===== config.mk =====
export PLATFORM = sky130hd
export DESIGN_NAME = i2c_eeprom_byte_access_master_top
export DESIGN_NICKNAME = d
export VERILOG_FILES = /design/src/rtl/i2cee_pkg.sv /design/src/rtl/i2c_eeprom_byte_access_master_top.sv
export SDC_FILE = /design/constraint.sdc
export NUM_CORES = 1
export LEC_CHECK = 0
export ABC_CLOCK_PERIOD_IN_PS = 2600
export BUFFER_PORTS_ARGS = -buffer_cell sky130_fd_sc_hd__buf_2
export CORE_MARGIN = 3
export CORE_UTILIZATION = 35
export DETAILED_ROUTE_END_ITERATION = 12
export SLEW_MARGIN = 10
export SYNTH_ARGS = -nofsm -noshare
export SYNTH_HDL_FRONTEND = slang
export SYNTH_SLANG_ARGS = --single-unit

===== constraint.sdc =====
create_clock -name clk -period 2.6 [get_ports clk]
set_clock_uncertainty 0.2 [all_clocks]
set_input_delay 0.39 -clock clk [delete_from_list [all_inputs] [get_ports clk]]
set_output_delay 0.39 -clock clk [all_outputs]
set_load 0.02 [all_outputs]

===== src/rtl/i2cee_pkg.sv =====
// Package for the I2C EEPROM byte access master.
// Holds the sequencer state type, request kinds and configuration register map.
// No dependencies.
`timescale 1ns / 1ps
`default_nettype none

package i2cee_pkg;

  typedef enum logic [17:0] {
    PH_IDLE       = 18'b000000000000000001,
    PH_ST_SDA_HI  = 18'b000000000000000010,
    PH_ST_SCL_HI  = 18'b000000000000000100,
    PH_ST_SDA_LO  = 18'b000000000000001000,
    PH_WB_SCL_LO  = 18'b000000000000010000,
    PH_WB_SDA_BIT = 18'b000000000000100000,
    PH_WB_SCL_HI  = 18'b000000000001000000,
    PH_WE_SCL_LO  = 18'b000000000010000000,
    PH_WE_SDA_HI  = 18'b000000000100000000,
    PH_ACK_SCL_HI = 18'b000000001000000000,
    PH_ACK_WAIT   = 18'b000000010000000000,
    PH_RB_SCL_LO  = 18'b000000100000000000,
    PH_RB_SDA_HI  = 18'b000001000000000000,
    PH_RB_SCL_HI  = 18'b000010000000000000,
    PH_RB_SAMPLE  = 18'b000100000000000000,
    PH_SP_SDA_LO  = 18'b001000000000000000,
    PH_SP_SCL_HI  = 18'b010000000000000000,
    PH_SP_SDA_HI  = 18'b100000000000000000
  } phase_t;

  localparam logic [1:0] KIND_WRITE = 2'd1;
  localparam logic [1:0] KIND_READ  = 2'd2;

  localparam logic [1:0] CFG_DEVICE_ADDRESS = 2'd0;
  localparam logic [1:0] CFG_ACK_WAIT_LIMIT = 2'd1;

  localparam logic [6:0] DEVICE_ADDRESS_RESET = 7'd80;
  localparam logic [7:0] ACK_WAIT_LIMIT_RESET = 8'd250;

  localparam logic [3:0] BITS_PER_BYTE = 4'd8;

  localparam logic [2:0] SEG_START      = 3'd0;
  localparam logic [2:0] SEG_DEV_WRITE  = 3'd1;
  localparam logic [2:0] SEG_WORD_ADDR  = 3'd2;
  localparam logic [2:0] SEG_THIRD      = 3'd3;
  localparam logic [2:0] SEG_DEV_READ   = 3'd4;
  localparam logic [2:0] SEG_READ_BYTE  = 3'd5;

endpackage

`default_nettype wire


===== src/rtl/i2c_eeprom_byte_access_master_top.sv =====
// Top level of the I2C EEPROM byte access master: tick stage, pin sequencer, result register.
// Depends on i2cee_pkg.
//
// Each input beat is one tick of the bus sequencer and yields exactly one result beat
// carrying the SCL/SDA levels, busy/done flags and the last read byte. A beat is taken
// into an input register, advanced through one step of the sequencer and written into
// the result register once it is free, so one beat per clock is sustained while the
// result is not stalled; the single-step state update is the only loop. A stalled
// result register still lets one more beat into the input register. A byte write takes
// 6 + 3*(27 + ack ticks) ticks; a random read sends, in place of the data byte, a
// repeated start, a second address byte and 8 sampled bits.
`timescale 1ns / 1ps
`default_nettype none

module i2c_eeprom_byte_access_master_top import i2cee_pkg::*; (
  input  wire logic       clk,
  input  wire logic       rst,
  input  wire logic       cfg_valid,
  output logic            cfg_ready,
  input  wire logic [1:0] cfg_index,
  input  wire logic [7:0] cfg_data,
  input  wire logic       in_valid,
  output logic            in_ready,
  input  wire logic [1:0] kind,
  input  wire logic [7:0] word_address,
  input  wire logic [7:0] write_data,
  input  wire logic       sda_in,
  output logic            out_valid,
  input  wire logic       out_ready,
  output logic            scl_out,
  output logic            sda_out,
  output logic            busy_res,
  output logic            done_res,
  output logic [7:0]      read_data
);

  logic [6:0] device_address;
  logic [7:0] ack_wait_limit;

  logic       stg_valid;
  logic [1:0] stg_kind;
  logic [7:0] stg_word_address;
  logic [7:0] stg_write_data;
  logic       stg_sda_in;

  phase_t     phase, phase_next;
  logic [3:0] bit_index, bit_index_next;
  logic [7:0] shift_byte, shift_byte_next;
  logic [7:0] wait_count, wait_count_next;
  logic       is_read, is_read_next;
  logic [7:0] held_address, held_address_next;
  logic [7:0] held_data, held_data_next;
  logic [7:0] received_byte, received_byte_next;
  logic [2:0] segment, segment_next;
  logic       scl_level, scl_level_next;
  logic       sda_level, sda_level_next;
  logic       done_next;

  logic       seg_go;
  logic [2:0] seg_num;
  logic [3:0] bit_inc;
  logic [7:0] dev_byte;
  logic       step_fire;

  assign cfg_ready = 1'b1;
  assign step_fire = stg_valid && (!out_valid || out_ready);
  assign in_ready  = !stg_valid || step_fire;
  assign bit_inc   = bit_index + 4'd1;
  assign dev_byte  = {device_address, 1'b0};
  assign seg_num   = segment + 3'd1;

  always_ff @(posedge clk) begin
    if (rst) begin
      device_address <= DEVICE_ADDRESS_RESET;
      ack_wait_limit <= ACK_WAIT_LIMIT_RESET;
    end else if (cfg_valid) begin
      case (cfg_index)
        CFG_DEVICE_ADDRESS: device_address <= cfg_data[6:0];
        CFG_ACK_WAIT_LIMIT: ack_wait_limit <= cfg_data;
        default: ;
      endcase
    end
  end

  always_ff @(posedge clk) begin
    if (rst) begin
      stg_valid <= 1'b0;
    end else if (in_valid && in_ready) begin
      stg_valid <= 1'b1;
    end else if (step_fire) begin
      stg_valid <= 1'b0;
    end
  end

  always_ff @(posedge clk) begin
    if (in_valid && in_ready) begin
      stg_kind         <= kind;
      stg_word_address <= word_address;
      stg_write_data   <= write_data;
      stg_sda_in       <= sda_in;
    end
  end

  always_comb begin
    phase_next         = phase;
    bit_index_next     = bit_index;
    shift_byte_next    = shift_byte;
    wait_count_next    = wait_count;
    is_read_next       = is_read;
    held_address_next  = held_address;
    held_data_next     = held_data;
    received_byte_next = received_byte;
    segment_next       = segment;
    scl_level_next     = scl_level;
    sda_level_next     = sda_level;
    done_next          = 1'b0;
    seg_go             = 1'b0;
    case (phase)
      PH_IDLE: begin
        if (stg_kind == KIND_WRITE || stg_kind == KIND_READ) begin
          is_read_next      = (stg_kind == KIND_READ);
          held_address_next = stg_word_address;
          held_data_next    = stg_write_data;
          segment_next      = SEG_START;
          sda_level_next    = 1'b1;
          phase_next        = PH_ST_SCL_HI;
        end
      end
      PH_ST_SDA_HI: begin
        sda_level_next = 1'b1;
        phase_next     = PH_ST_SCL_HI;
      end
      PH_ST_SCL_HI: begin
        scl_level_next = 1'b1;
        phase_next     = PH_ST_SDA_LO;
      end
      PH_ST_SDA_LO: begin
        sda_level_next = 1'b0;
        seg_go         = 1'b1;
      end
      PH_WB_SCL_LO: begin
        scl_level_next = 1'b0;
        phase_next     = PH_WB_SDA_BIT;
      end
      PH_WB_SDA_BIT: begin
        sda_level_next  = shift_byte[7];
        shift_byte_next = {shift_byte[6:0], 1'b0};
        phase_next      = PH_WB_SCL_HI;
      end
      PH_WB_SCL_HI: begin
        scl_level_next = 1'b1;
        bit_index_next = bit_inc;
        phase_next     = (bit_inc >= BITS_PER_BYTE) ? PH_WE_SCL_LO : PH_WB_SCL_LO;
      end
      PH_WE_SCL_LO: begin
        scl_level_next = 1'b0;
        phase_next     = PH_WE_SDA_HI;
      end
      PH_WE_SDA_HI: begin
        sda_level_next = 1'b1;
        phase_next     = PH_ACK_SCL_HI;
      end
      PH_ACK_SCL_HI: begin
        scl_level_next  = 1'b1;
        wait_count_next = '0;
        phase_next      = PH_ACK_WAIT;
      end
      PH_ACK_WAIT: begin
        if (stg_sda_in && wait_count < ack_wait_limit) begin
          wait_count_next = wait_count + 8'd1;
        end else begin
          scl_level_next = 1'b0;
          seg_go         = 1'b1;
        end
      end
      PH_RB_SCL_LO: begin
        scl_level_next = 1'b0;
        phase_next     = PH_RB_SDA_HI;
      end
      PH_RB_SDA_HI: begin
        sda_level_next = 1'b1;
        phase_next     = PH_RB_SCL_HI;
      end
      PH_RB_SCL_HI: begin
        scl_level_next = 1'b1;
        phase_next     = PH_RB_SAMPLE;
      end
      PH_RB_SAMPLE: begin
        shift_byte_next = {shift_byte[6:0], stg_sda_in};
        scl_level_next  = 1'b0;
        bit_index_next  = bit_inc;
        if (bit_inc >= BITS_PER_BYTE) begin
          seg_go = 1'b1;
        end else begin
          phase_next = PH_RB_SCL_HI;
        end
      end
      PH_SP_SDA_LO: begin
        sda_level_next = 1'b0;
        phase_next     = PH_SP_SCL_HI;
      end
      PH_SP_SCL_HI: begin
        scl_level_next = 1'b1;
        phase_next     = PH_SP_SDA_HI;
      end
      PH_SP_SDA_HI: begin
        sda_level_next = 1'b1;
        if (is_read) begin
          received_byte_next = shift_byte;
        end
        phase_next = PH_IDLE;
        done_next  = 1'b1;
      end
      default: phase_next = PH_IDLE;
    endcase

    if (seg_go) begin
      segment_next = seg_num;
      case (seg_num)
        SEG_DEV_WRITE: begin
          shift_byte_next = dev_byte;
          bit_index_next  = '0;
          phase_next      = PH_WB_SCL_LO;
        end
        SEG_WORD_ADDR: begin
          shift_byte_next = held_address;
          bit_index_next  = '0;
          phase_next      = PH_WB_SCL_LO;
        end
        SEG_THIRD: begin
          if (is_read) begin
            phase_next = PH_ST_SDA_HI;
          end else begin
            shift_byte_next = held_data;
            bit_index_next  = '0;
            phase_next      = PH_WB_SCL_LO;
          end
        end
        SEG_DEV_READ: begin
          if (is_read) begin
            shift_byte_next = dev_byte | 8'd1;
            bit_index_next  = '0;
            phase_next      = PH_WB_SCL_LO;
          end else begin
            phase_next = PH_SP_SDA_LO;
          end
        end
        SEG_READ_BYTE: begin
          if (is_read) begin
            shift_byte_next = '0;
            bit_index_next  = '0;
            phase_next      = PH_RB_SCL_LO;
          end else begin
            phase_next = PH_SP_SDA_LO;
          end
        end
        default: phase_next = PH_SP_SDA_LO;
      endcase
    end
  end

  always_ff @(posedge clk) begin
    if (rst) begin
      phase         <= PH_IDLE;
      bit_index     <= '0;
      shift_byte    <= '0;
      wait_count    <= '0;
      is_read       <= 1'b0;
      held_address  <= '0;
      held_data     <= '0;
      received_byte <= '0;
      segment       <= SEG_START;
      scl_level     <= 1'b1;
      sda_level     <= 1'b1;
    end else if (step_fire) begin
      phase         <= phase_next;
      bit_index     <= bit_index_next;
      shift_byte    <= shift_byte_next;
      wait_count    <= wait_count_next;
      is_read       <= is_read_next;
      held_address  <= held_address_next;
      held_data     <= held_data_next;
      received_byte <= received_byte_next;
      segment       <= segment_next;
      scl_level     <= scl_level_next;
      sda_level     <= sda_level_next;
    end
  end

  always_ff @(posedge clk) begin
    if (rst) begin
      out_valid <= 1'b0;
    end else if (step_fire) begin
      out_valid <= 1'b1;
    end else if (out_ready) begin
      out_valid <= 1'b0;
    end
  end

  always_ff @(posedge clk) begin
    if (step_fire) begin
      scl_out   <= scl_level_next;
      sda_out   <= sda_level_next;
      busy_res  <= (phase_next != PH_IDLE);
      done_res  <= done_next;
      read_data <= received_byte_next;
    end
  end

  a_done_not_busy: assert property (@(posedge clk) disable iff (rst)
    out_valid && done_res |-> !busy_res)
    else $error("done reported while still busy");

  a_idle_lines_released: assert property (@(posedge clk) disable iff (rst)
    phase == PH_IDLE |-> scl_level && sda_level)
    else $error("bus lines not released while idle");

  a_bit_index_range: assert property (@(posedge clk) disable iff (rst)
    bit_index <= BITS_PER_BYTE)
    else $error("bit index past one byte");

  a_ack_wait_bound: assert property (@(posedge clk) disable iff (rst)
    step_fire && phase == PH_ACK_WAIT && wait_count >= ack_wait_limit
      |=> phase != PH_ACK_WAIT)
    else $error("acknowledge wait exceeded limit");

  a_stage_holds: assert property (@(posedge clk) disable iff (rst)
    stg_valid && !step_fire |=> stg_valid)
    else $error("staged tick dropped before use");

endmodule

`default_nettype wire

## Word level (Yosys, flattened, before mapping)

Cells that the tools add are included.
W data, S select, Z words.

- Output and inout port bits: 15
- Logic and storage cells: 123
- Bits in registers: 116

- Reduce and logical (&&, ||, !) cells: 27
- Equality and inequality tests: 28
- $add $sub $neg: 3
- Magnitude comparators: 2
- Multiplexer cells: 39

Operator list:

| operator | count |
|---|---|
| $pmux W18 S16 | 1 |
| $mux W8 | 8 |
| $pmux W16 S4 | 1 |
| $mux W18 | 3 |
| $pmux W8 S5 | 1 |
| $mux W16 | 2 |
| $pmux W8 S2 | 2 |
| $eq A18 B1 Y1 const B | 1 |
| $eq A18 B10 Y1 const B | 1 |
| $eq A18 B11 Y1 const B | 1 |
| $eq A18 B12 Y1 const B | 1 |
| $eq A18 B13 Y1 const B | 1 |
| $eq A18 B14 Y1 const B | 1 |
| $eq A18 B15 Y1 const B | 1 |
| $eq A18 B16 Y1 const B | 1 |
| $eq A18 B17 Y1 const B | 1 |
| $eq A18 B18 Y1 const B | 1 |
| $eq A18 B2 Y1 const B | 1 |
| $eq A18 B3 Y1 const B | 1 |
| $eq A18 B4 Y1 const B | 1 |
| $eq A18 B5 Y1 const B | 1 |
| $eq A18 B6 Y1 const B | 1 |
| $eq A18 B7 Y1 const B | 1 |
| $eq A18 B8 Y1 const B | 1 |
| other kinds (30) | 64 |

## Logic depth before layout (Yosys ltp)

Gate-level depths: netlist of run 1.

- Depth after elaboration: 6
- Gate-level depth with buffers: 10

## Least setup slack after synthesis of run 1

No wires, ideal clock.

- Kind: register -> register
- Start: register ack_wait_limit[5]
- End: register segment[2]
- Setup time: 0.071 ns
- Clock period less this slack: 2.581 ns
- Required time: 2.329 ns
- Arrival time: 2.311 ns
- Slack: 0.019 ns
- Cell stages (with the launch flop): 11
- Cells stage by stage: dfxtp_1 -> inv_1 -> ha_1 -> a21o_1 -> a21o_1 -> a221oi_2 -> o221ai_4 -> and2_1 -> buf_2 -> or3b_1 -> a21oi_1

- Longest elaborated chain between the ends: 6
- Elaborated cells on any way between the ends: 8
- Those cells by class: 1 x order compare; 3 x mux; 4 x reduce/logical

Ends and longest elaborated chain:

| what | line | source |
|---|---|---|
| start: declaration | i2c_eeprom_byte_access_master_top.sv:38 | `logic [7:0] ack_wait_limit;` |
| start signal: assignment | i2c_eeprom_byte_access_master_top.sv:79 | `CFG_ACK_WAIT_LIMIT: ack_wait_limit <= cfg_data;` |
| $lt A8 B8 Y1 (*) | i2c_eeprom_byte_access_master_top.sv:169 | `if (stg_sda_in && wait_count < ack_wait_limit) begin` |
| $logic_and A1 B1 Y1 (*) | i2c_eeprom_byte_access_master_top.sv:169 |  |
| $mux W1 (*) | i2c_eeprom_byte_access_master_top.sv:169 |  |
| $pmux W1 S3 (*) | i2c_eeprom_byte_access_master_top.sv:118 | `case (phase)` |
| $reduce_bool A2 Y1 (no source line) | - |  |
| $reduce_and A3 Y1 (no source line) | - |  |
| end signal: assignment | i2c_eeprom_byte_access_master_top.sv:284 | `segment <= segment_next;` |
| end: declaration | i2c_eeprom_byte_access_master_top.sv:54 | `logic [2:0] segment, segment_next;` |

Every way passes the cells marked *; elsewhere a longest branch is shown, timed or not.
A chain may end at the register's enable or synchronous reset.

## Worst setup path after layout of run 1

- Start: register wait_count[5]
- End: register segment[0]

- Longest elaborated chain between the ends: 6
- Elaborated cells on any way between the ends: 8
- Those cells by class: 1 x order compare; 3 x mux; 4 x reduce/logical

Ends and longest elaborated chain:

| what | line | source |
|---|---|---|
| start: declaration | i2c_eeprom_byte_access_master_top.sv:49 | `logic [7:0] wait_count, wait_count_next;` |
| start signal: assignment | i2c_eeprom_byte_access_master_top.sv:279 | `wait_count <= wait_count_next;` |
| $lt A8 B8 Y1 (*) | i2c_eeprom_byte_access_master_top.sv:169 |  |
| $logic_and A1 B1 Y1 (*) | i2c_eeprom_byte_access_master_top.sv:169 |  |
| $mux W1 (*) | i2c_eeprom_byte_access_master_top.sv:169 |  |
| $pmux W1 S3 (*) | i2c_eeprom_byte_access_master_top.sv:118 |  |
| $reduce_bool A2 Y1 (no source line) | - |  |
| $reduce_and A3 Y1 (no source line) | - |  |

Marked as above.

==> results of run 1 <==
area by class of cell:
type	count	area, µm²	share of cell area (%)
Sequential cell	116	2640	37.2
Multi-Input combinational cell	373	2630	37.0
Timing Repair Buffer	124	900	12.7
Clock buffer	17	425	5.99
Tap cell	184	230	3.24
Clock inverter	15	203	2.86
Inverter	20	75.1	1.06
registers in the layout, indices dropped and copies added, names as in the netlist, 2 cells and up:
signal and count:
held_data 8, phase 18, stg_kind 2, held_address 8, wait_count 8, device_address 7, shift_byte 8, ack_wait_limit 8
stg_write_data 8, bit_index 4, stg_word_address 8, read_data 8, received_byte 8, segment 3
synth_stat cells (2+ instances only):
cell type	count
a211o_1	8
a211oi_1	3
a21o_1	5
a21oi_1	25
a221o_1	3
a222oi_1	7
a22oi_1	3
a31oi_1	2
and2_1	4
and3_1	2
and3b_1	2
buf_1	6
buf_2	2
buf_4	2
buf_6	2
clkbuf_1	16
dfxtp_1	85
edfxtp_1	31
ha_1	15
inv_1	20
mux2_2	8
mux2i_1	39
nand2_1	46
nand2b_1	4
nand3_1	10
nand4_1	9
nand4b_1	3
nor2_1	74
nor2b_1	6
nor3_1	15
nor3b_1	13
nor4_1	11
nor4_4	4
o21ai_0	9
o221a_2	7
or3_1	2
or3b_1	2
xnor2_1	7
xor2_1	7
critical path, stage by stage (launching register included):
cell,delay (ns)
dfxtp_1,0.33
ha_1,0.31
a21o_1,0.16
a21o_1,0.18
a221oi_2,0.26
buf_4,0.18
o221ai_4,0.14
and2_4,0.20
or3_1,0.36
a21oi_2,0.15
stage by stage:
stage / power [mW] / std cells / setup TNS, ns / cell area [µm²]
after floorplan: 2.17 / 538 / 0 / 5380
after global placement: 2.28 / 791 / 0 / 6120
after detailed placement: 2.29 / 791 / 0 / 6120
after CTS: 4.80 / 846 / 0 / 6980
after global routing: 4.93 / 849 / -0.955 / 7100
final: 4.77 / 849 / 0 / 7100
how the worst max path moves through the flow:
stage                                   startpoint                         end  depth (start not counted)
floorplan           ack_wait_limit[5]$_SDFFE_PP1P_     segment[2]$_SDFFE_PP0P_                         10
global placement    ack_wait_limit[5]$_SDFFE_PP1P_     segment[2]$_SDFFE_PP0P_                         10
detailed placement  ack_wait_limit[2]$_SDFFE_PP0P_     segment[2]$_SDFFE_PP0P_                         10
CTS                 ack_wait_limit[5]$_SDFFE_PP1P_     segment[2]$_SDFFE_PP0P_                         10
global route               segment[0]$_SDFFE_PP0P_  shift_byte[0]$_SDFFE_PP0P_                          8
finish                  wait_count[5]$_SDFFE_PP0P_     segment[0]$_SDFFE_PP0P_                          9
power by group through the flow:
| stage | Combinational [mW] | Sequential (mW) | Clock [mW] |
|---|---|---|---|
| after floorplan | 0.182 | 1.99 | 0 |
| after global placement | 0.297 | 1.99 | 0 |
| after detailed placement | 0.301 | 1.99 | 0 |
| after CTS | 0.329 | 1.95 | 2.52 |
| after global routing | 0.373 | 1.96 | 2.60 |
| final | 0.337 | 1.95 | 2.48 |
layer usage:
| layer | GRT usage, % | share of wire, % | up-vias |
|---|---|---|---|
| met5 | 0 | 0 | - |
| met4 | 6.60 | 1.7 | 0 |
| met3 | 3.93 | 4.1 | 24 |
| met2 | 25.3 | 46 | 110 |
| met1 | 22.1 | 48 | 2049 |
| li1 | - | - | 2179 |
kinds of logic (layout without fill, tap and decap cells):
logic type | Yosys count | after routing | synth area share (%)
and+or+nand+nor | 214 | 214 | 20.8
other | 1 | 1 | 0.0697
muxes | 47 | 47 | 8.92
DFF | 116 | 116 | 48.9
buffers and inverters | 49 | 176 | 3.90
xor gates and xnor gates | 14 | 14 | 2.28
AOI/OAI and AO/OA | 82 | 82 | 11.6
adders and majority gates | 15 | 15 | 3.49
timing repair:
item / 4_1_cts / 5_1_grt
buffers inserted: 0 / 3
pin swaps: 0 / 13
setup endpoints to repair: 1 / 24
resized for setup: 1 / 27
gates cloned: 0 / 0
hold endpoints to repair: 24 / 0
hold buffers: 23 / 0
==> impl_metrics.json, run 1 <==
{
  "status": "completed",
  "clk_path_buf_depth": 2,
  "synth_top_area_share_pct": 31.6,
  "leakage_nw": 2.91,
  "synth_edf_count": 31,
  "synth.avg_cell_area_um2": 10.0,
  "dieArea_mm2": 0.0169,
  "postRouteAntennaNets": 0,
  "netlist_area_mm2": 0.00538,
  "drive_above_1_share_pct": 27.4,
  "intPower_mw": 3.68,
  "whs_ns": 0.0195,
  "fin_util_pct": 47.9,
  "syn_to_final_growth_pct": 31.8,
  "fin_crit_sh_pct": 98.1,
  "reg2reg_depth": 9,
  "synth_nets": 587,
  "holdPathEnd": "device_address[4]$_SDFFE_PP1P_",
  "cap_violations": 0,
  "synth-seq-area-share_pct": 48.9,
  "swShare_pct": 22.8,
  "die_w_um": 130,
  "switching_power_mw": 1.09,
  "hold_viol": 0,
  "die_y_um": 130,
  "cts.sinks": 116,
  "r2r_start": "wait_count[5]$_SDFFE_PP0P_",
  "p_per_area_mw_per_mm2": 671,
  "ys_async_sr_fraction_pct": 0,
  "relSlewSlack_pct": 46.2,
  "gr-usage-all-layers_pct": 16.4,
  "mostFrequentLayoutCell": "dfxtp_1",
  "worstSkewPairLatency_ns": 0.42,
  "arrival_ns": 2.70,
  "comb_power_share_pct": 7.1,
  "peakVddDrop_mv": 0.488,
  "core.rowCount": 44,
  "diodes": 0,
  "drc": 0,
  "min_from": "cfg_data[4]",
  "gp_congestion": 0.941,
  "crit_type": "reg -> reg",
  "final_cell_mix": "79 x dfxtp_1, 74 x nor2_1, 51 x buf_4",
  "io_pins": 49,
  "min_path_cells": 2,
  "synth_flop_cell": "dfxtp_1",
  "detail_route.wl_per_cell_um": 15.6,
  "nFillCells": 1323,
  "clk_pin_slew_ns": 0.06,
  "drt_wl_total_um": 13200,
  "hold_path.class": "in -> reg",
  "grt_max_degree": 43,
  "reg2reg_to": "segment[0]$_SDFFE_PP0P_",
  "fmax_ghz": 0.392,
  "rsz0062_at_grt": "yes",
  "viasPerCell": 5.14,
  "yosysTopAreaCell": "dfxtp_1",
  "drt_iter0_markers": 171,
  "critPathRequiredTime_ns": 2.75,
  "finalSetupViolations": 0,
  "grt_antenna_before_repair": 0,
  "grt_pass1_vias": 4211,
  "cp_max_fo": 5,
  "start_kind": "flip-flop",
  "cts_tree": "yes",
  "firstDrtPassIters": 6,
  "synth.area.top_cells": "dfxtp_1 32%, edfxtp_1 17%, mux2i_1 7.3%",
  "worst_pin_slew_ns": 0.807,
  "cts_made_buffers": 17,
  "coreArea_mm2": 0.0148,
  "drv_slew": 0,
  "syn_inst": 538,
  "layout.nets": 701,
  "grt_pass1_wl_um": 21500,
  "ys_seq_elements": 116,
  "htree_levels": 4,
  "layout_min_cycle_time_ns": 2.55,
  "initial_utilization_pct": 36.4,
  "fin_ws_ns": 0.0499,
  "io_buffers": 47,
  "place_hpwl_um": 9360,
  "ys_warn_count": 0,
  "cp-end-kind": "flip-flop",
  "synth_cell_types": 58,
  "place_ws_ns": 0.00913,
  "root_buffer": "clkbuf_16",
  "pwr-share-clk_pct": 52.0,
  "overflow": 0,
  "reg2reg_slack_ns": 0.05,
  "vias": 4362,
  "power_frac_seq_pct": 41.0
}
Note: power is estimated with default switching activity, not from simulation.
==> inputs of run 2 (changes only) <==
--- a/config.mk
+++ b/config.mk
@@ -10,7 +10,9 @@
 export CORE_MARGIN = 3
 export CORE_UTILIZATION = 35
 export DETAILED_ROUTE_END_ITERATION = 12
+export RECOVER_POWER = 25
 export SLEW_MARGIN = 10
 export SYNTH_ARGS = -nofsm -noshare
 export SYNTH_HDL_FRONTEND = slang
 export SYNTH_SLANG_ARGS = --single-unit
+export TNS_END_PERCENT = 20
==> run 2 against run 1 <==
Compared with the run above:
- first-iteration DRC count rose by 12%
- worst setup slack worse by 0.014 ns
- combinational power barely moved
- total power decreased by 0.14%
- clock-buffer cell count is the same
- via count down 0.39%
- clock power barely moved
- critical endpoint is now segment[2]$_SDFFE_PP0P_
- largest power group unchanged
- highest routed layer unchanged
==> impl_metrics.json, run 2 (synthesized netlist as in run 1, its figures left out) <==
{
  "p_per_area_mw_per_mm2": 672,
  "io_pins": 49,
  "grt_pass1_vias": 4211,
  "worstSkewPairLatency_ns": 0.41,
  "clk_path_buf_depth": 2,
  "place_hpwl_um": 9360,
  "fmax_ghz": 0.390,
  "drc": 0,
  "final_cell_mix": "82 x dfxtp_1, 74 x nor2_1, 49 x buf_4",
  "cp_max_fo": 5,
  "worst_pin_slew_ns": 0.887,
  "gr-usage-all-layers_pct": 16.4,
  "vias": 4345,
  "coreArea_mm2": 0.0148,
  "hold_path.class": "in -> reg",
  "cp-end-kind": "flip-flop",
  "detail_route.wl_per_cell_um": 15.5,
  "mostFrequentLayoutCell": "dfxtp_1",
  "largest_reg_flops": 18,
  "grt_max_degree": 43,
  "arrival_ns": 2.71,
  "io_buffers": 47,
  "fin_crit_sh_pct": 98.6,
  "drt_iter0_markers": 192,
  "core.rowCount": 44,
  "status": "completed",
  "finalSetupViolations": 0,
  "layout_min_cycle_time_ns": 2.56,
  "met2_usage_pct": 25.3,
  "met1_usage_pct": 22.1,
  "critPathRequiredTime_ns": 2.75,
  "drv_slew": 0,
  "relSlewSlack_pct": 40.8,
  "gp_congestion": 0.941,
  "htree_levels": 4,
  "clk_pin_slew_ns": 0.06,
  "multi_input_area_mm2": 0.00262,
  "setup_tns_ns": 0,
  "leakage_nw": 2.89,
  "die_y_um": 130,
  "min_path_cells": 2,
  "initial_utilization_pct": 36.4,
  "grt_pass1_wl_um": 21500,
  "reg2reg_depth": 9,
  "diodes": 0,
  "postRouteAntennaNets": 0,
  "start_kind": "flip-flop",
  "whs_ns": 0.0204,
  "overflow": 0,
  "layout.nets": 701,
  "rsz0062_at_grt": "yes",
  "use_met3_pct": 3.93,
  "drive_above_1_share_pct": 26.2,
  "viasPerCell": 5.12,
  "top_register": "phase",
  "grt.busiest_layer": "met2",
  "seqCellArea_mm2": 0.00264,
  "peakVddDrop_mv": 0.487,
  "grt_antenna_before_repair": 0,
  "nFillCells": 1327,
  "crit_type": "reg -> reg",
  "hold_viol": 0,
  "cts.sinks": 116,
  "cts_made_buffers": 17,
  "syn_to_final_growth_pct": 31.5,
  "dieArea_mm2": 0.0169,
  "cap_violations": 0,
  "firstDrtPassIters": 5,
  "cts_tree": "yes",
  "root_buffer": "clkbuf_16",
  "die_w_um": 130,
  "drt_wl_total_um": 13200
}
run 2: cell count changes in the layout (fill, tap and decap cells not counted), sizes merged:
cell	previous run	this run
buf	101	96
clkbuf	17	22
run 2: worst max-delay path: stages, from the launching register on:
cell      delay [ns]
dfxtp_1         0.33
ha_1            0.31
a21o_1          0.16
a21o_1          0.18
a221oi_2        0.28
buf_4           0.18
o221ai_4        0.14
and2_4          0.20
or3b_4          0.39
a21oi_2         0.11
run 2: final timing paths:
| path | slack, ns | end | start |
|---|---|---|---|
| max reg2reg | 0.04 | segment[2]$_SDFFE_PP0P_ | wait_count[5]$_SDFFE_PP0P_ |
| max | 0.04 | segment[2]$_SDFFE_PP0P_ | wait_count[5]$_SDFFE_PP0P_ |
| min reg2reg | 0.27 | ack_wait_limit[2]$_SDFFE_PP0P_ | ack_wait_limit[2]$_SDFFE_PP0P_ |
| min | 0.02 | ack_wait_limit[4]$_SDFFE_PP1P_ | cfg_data[4] |
run 2: cell type report:
class,instances,area share (%)
clock inverter,15,2.86
sequential,116,37.2
multi-input combinational,373,37.0
clock buffer,17,6.01
tap,184,3.25
inverter,20,1.06
timing repair buffer,124,12.5
run 2: power breakdown:
| group | total (mW) | switching [mW] | internal [mW] | leakage [nW] |
|---|---|---|---|---|
| registers | 1.95 | 0.0366 | 1.92 | 0.986 |
| logic | 0.334 | 0.180 | 0.154 | 1.61 |
| clock network | 2.47 | 0.866 | 1.61 | 0.294 |
run 2: repair_timing:
item,in CTS,in global routing
gates cloned,0,0
setup endpoints to repair,1,24
gates resized for setup,1,23
setup buffers,0,3
hold endpoints to repair,24,0
pin swaps,0,11
hold buffers,23,0
run 2: metal layers:
metal / share of wire [%] / up-vias
li1: - / 2177
met1: 48 / 2037
met2: 46 / 113
met3: 4.3 / 18
met4: 1.5 / 0
met5: 0 / -
run 2: stage by stage:
stage,utilization [%],power [mW],cells,area (µm²),worst slack (ns)
6_report,47.8,4.76,849,7080,0.0358
4_1_cts,47.1,4.80,846,6980,0.00453
5_1_grt,47.8,4.93,849,7080,-0.104
3_5_place_dp,41.3,2.29,791,6120,0.00913
2_1_floorplan,-,2.17,538,5380,0.0187
3_3_place_gp,41.3,2.28,791,6120,0.0816
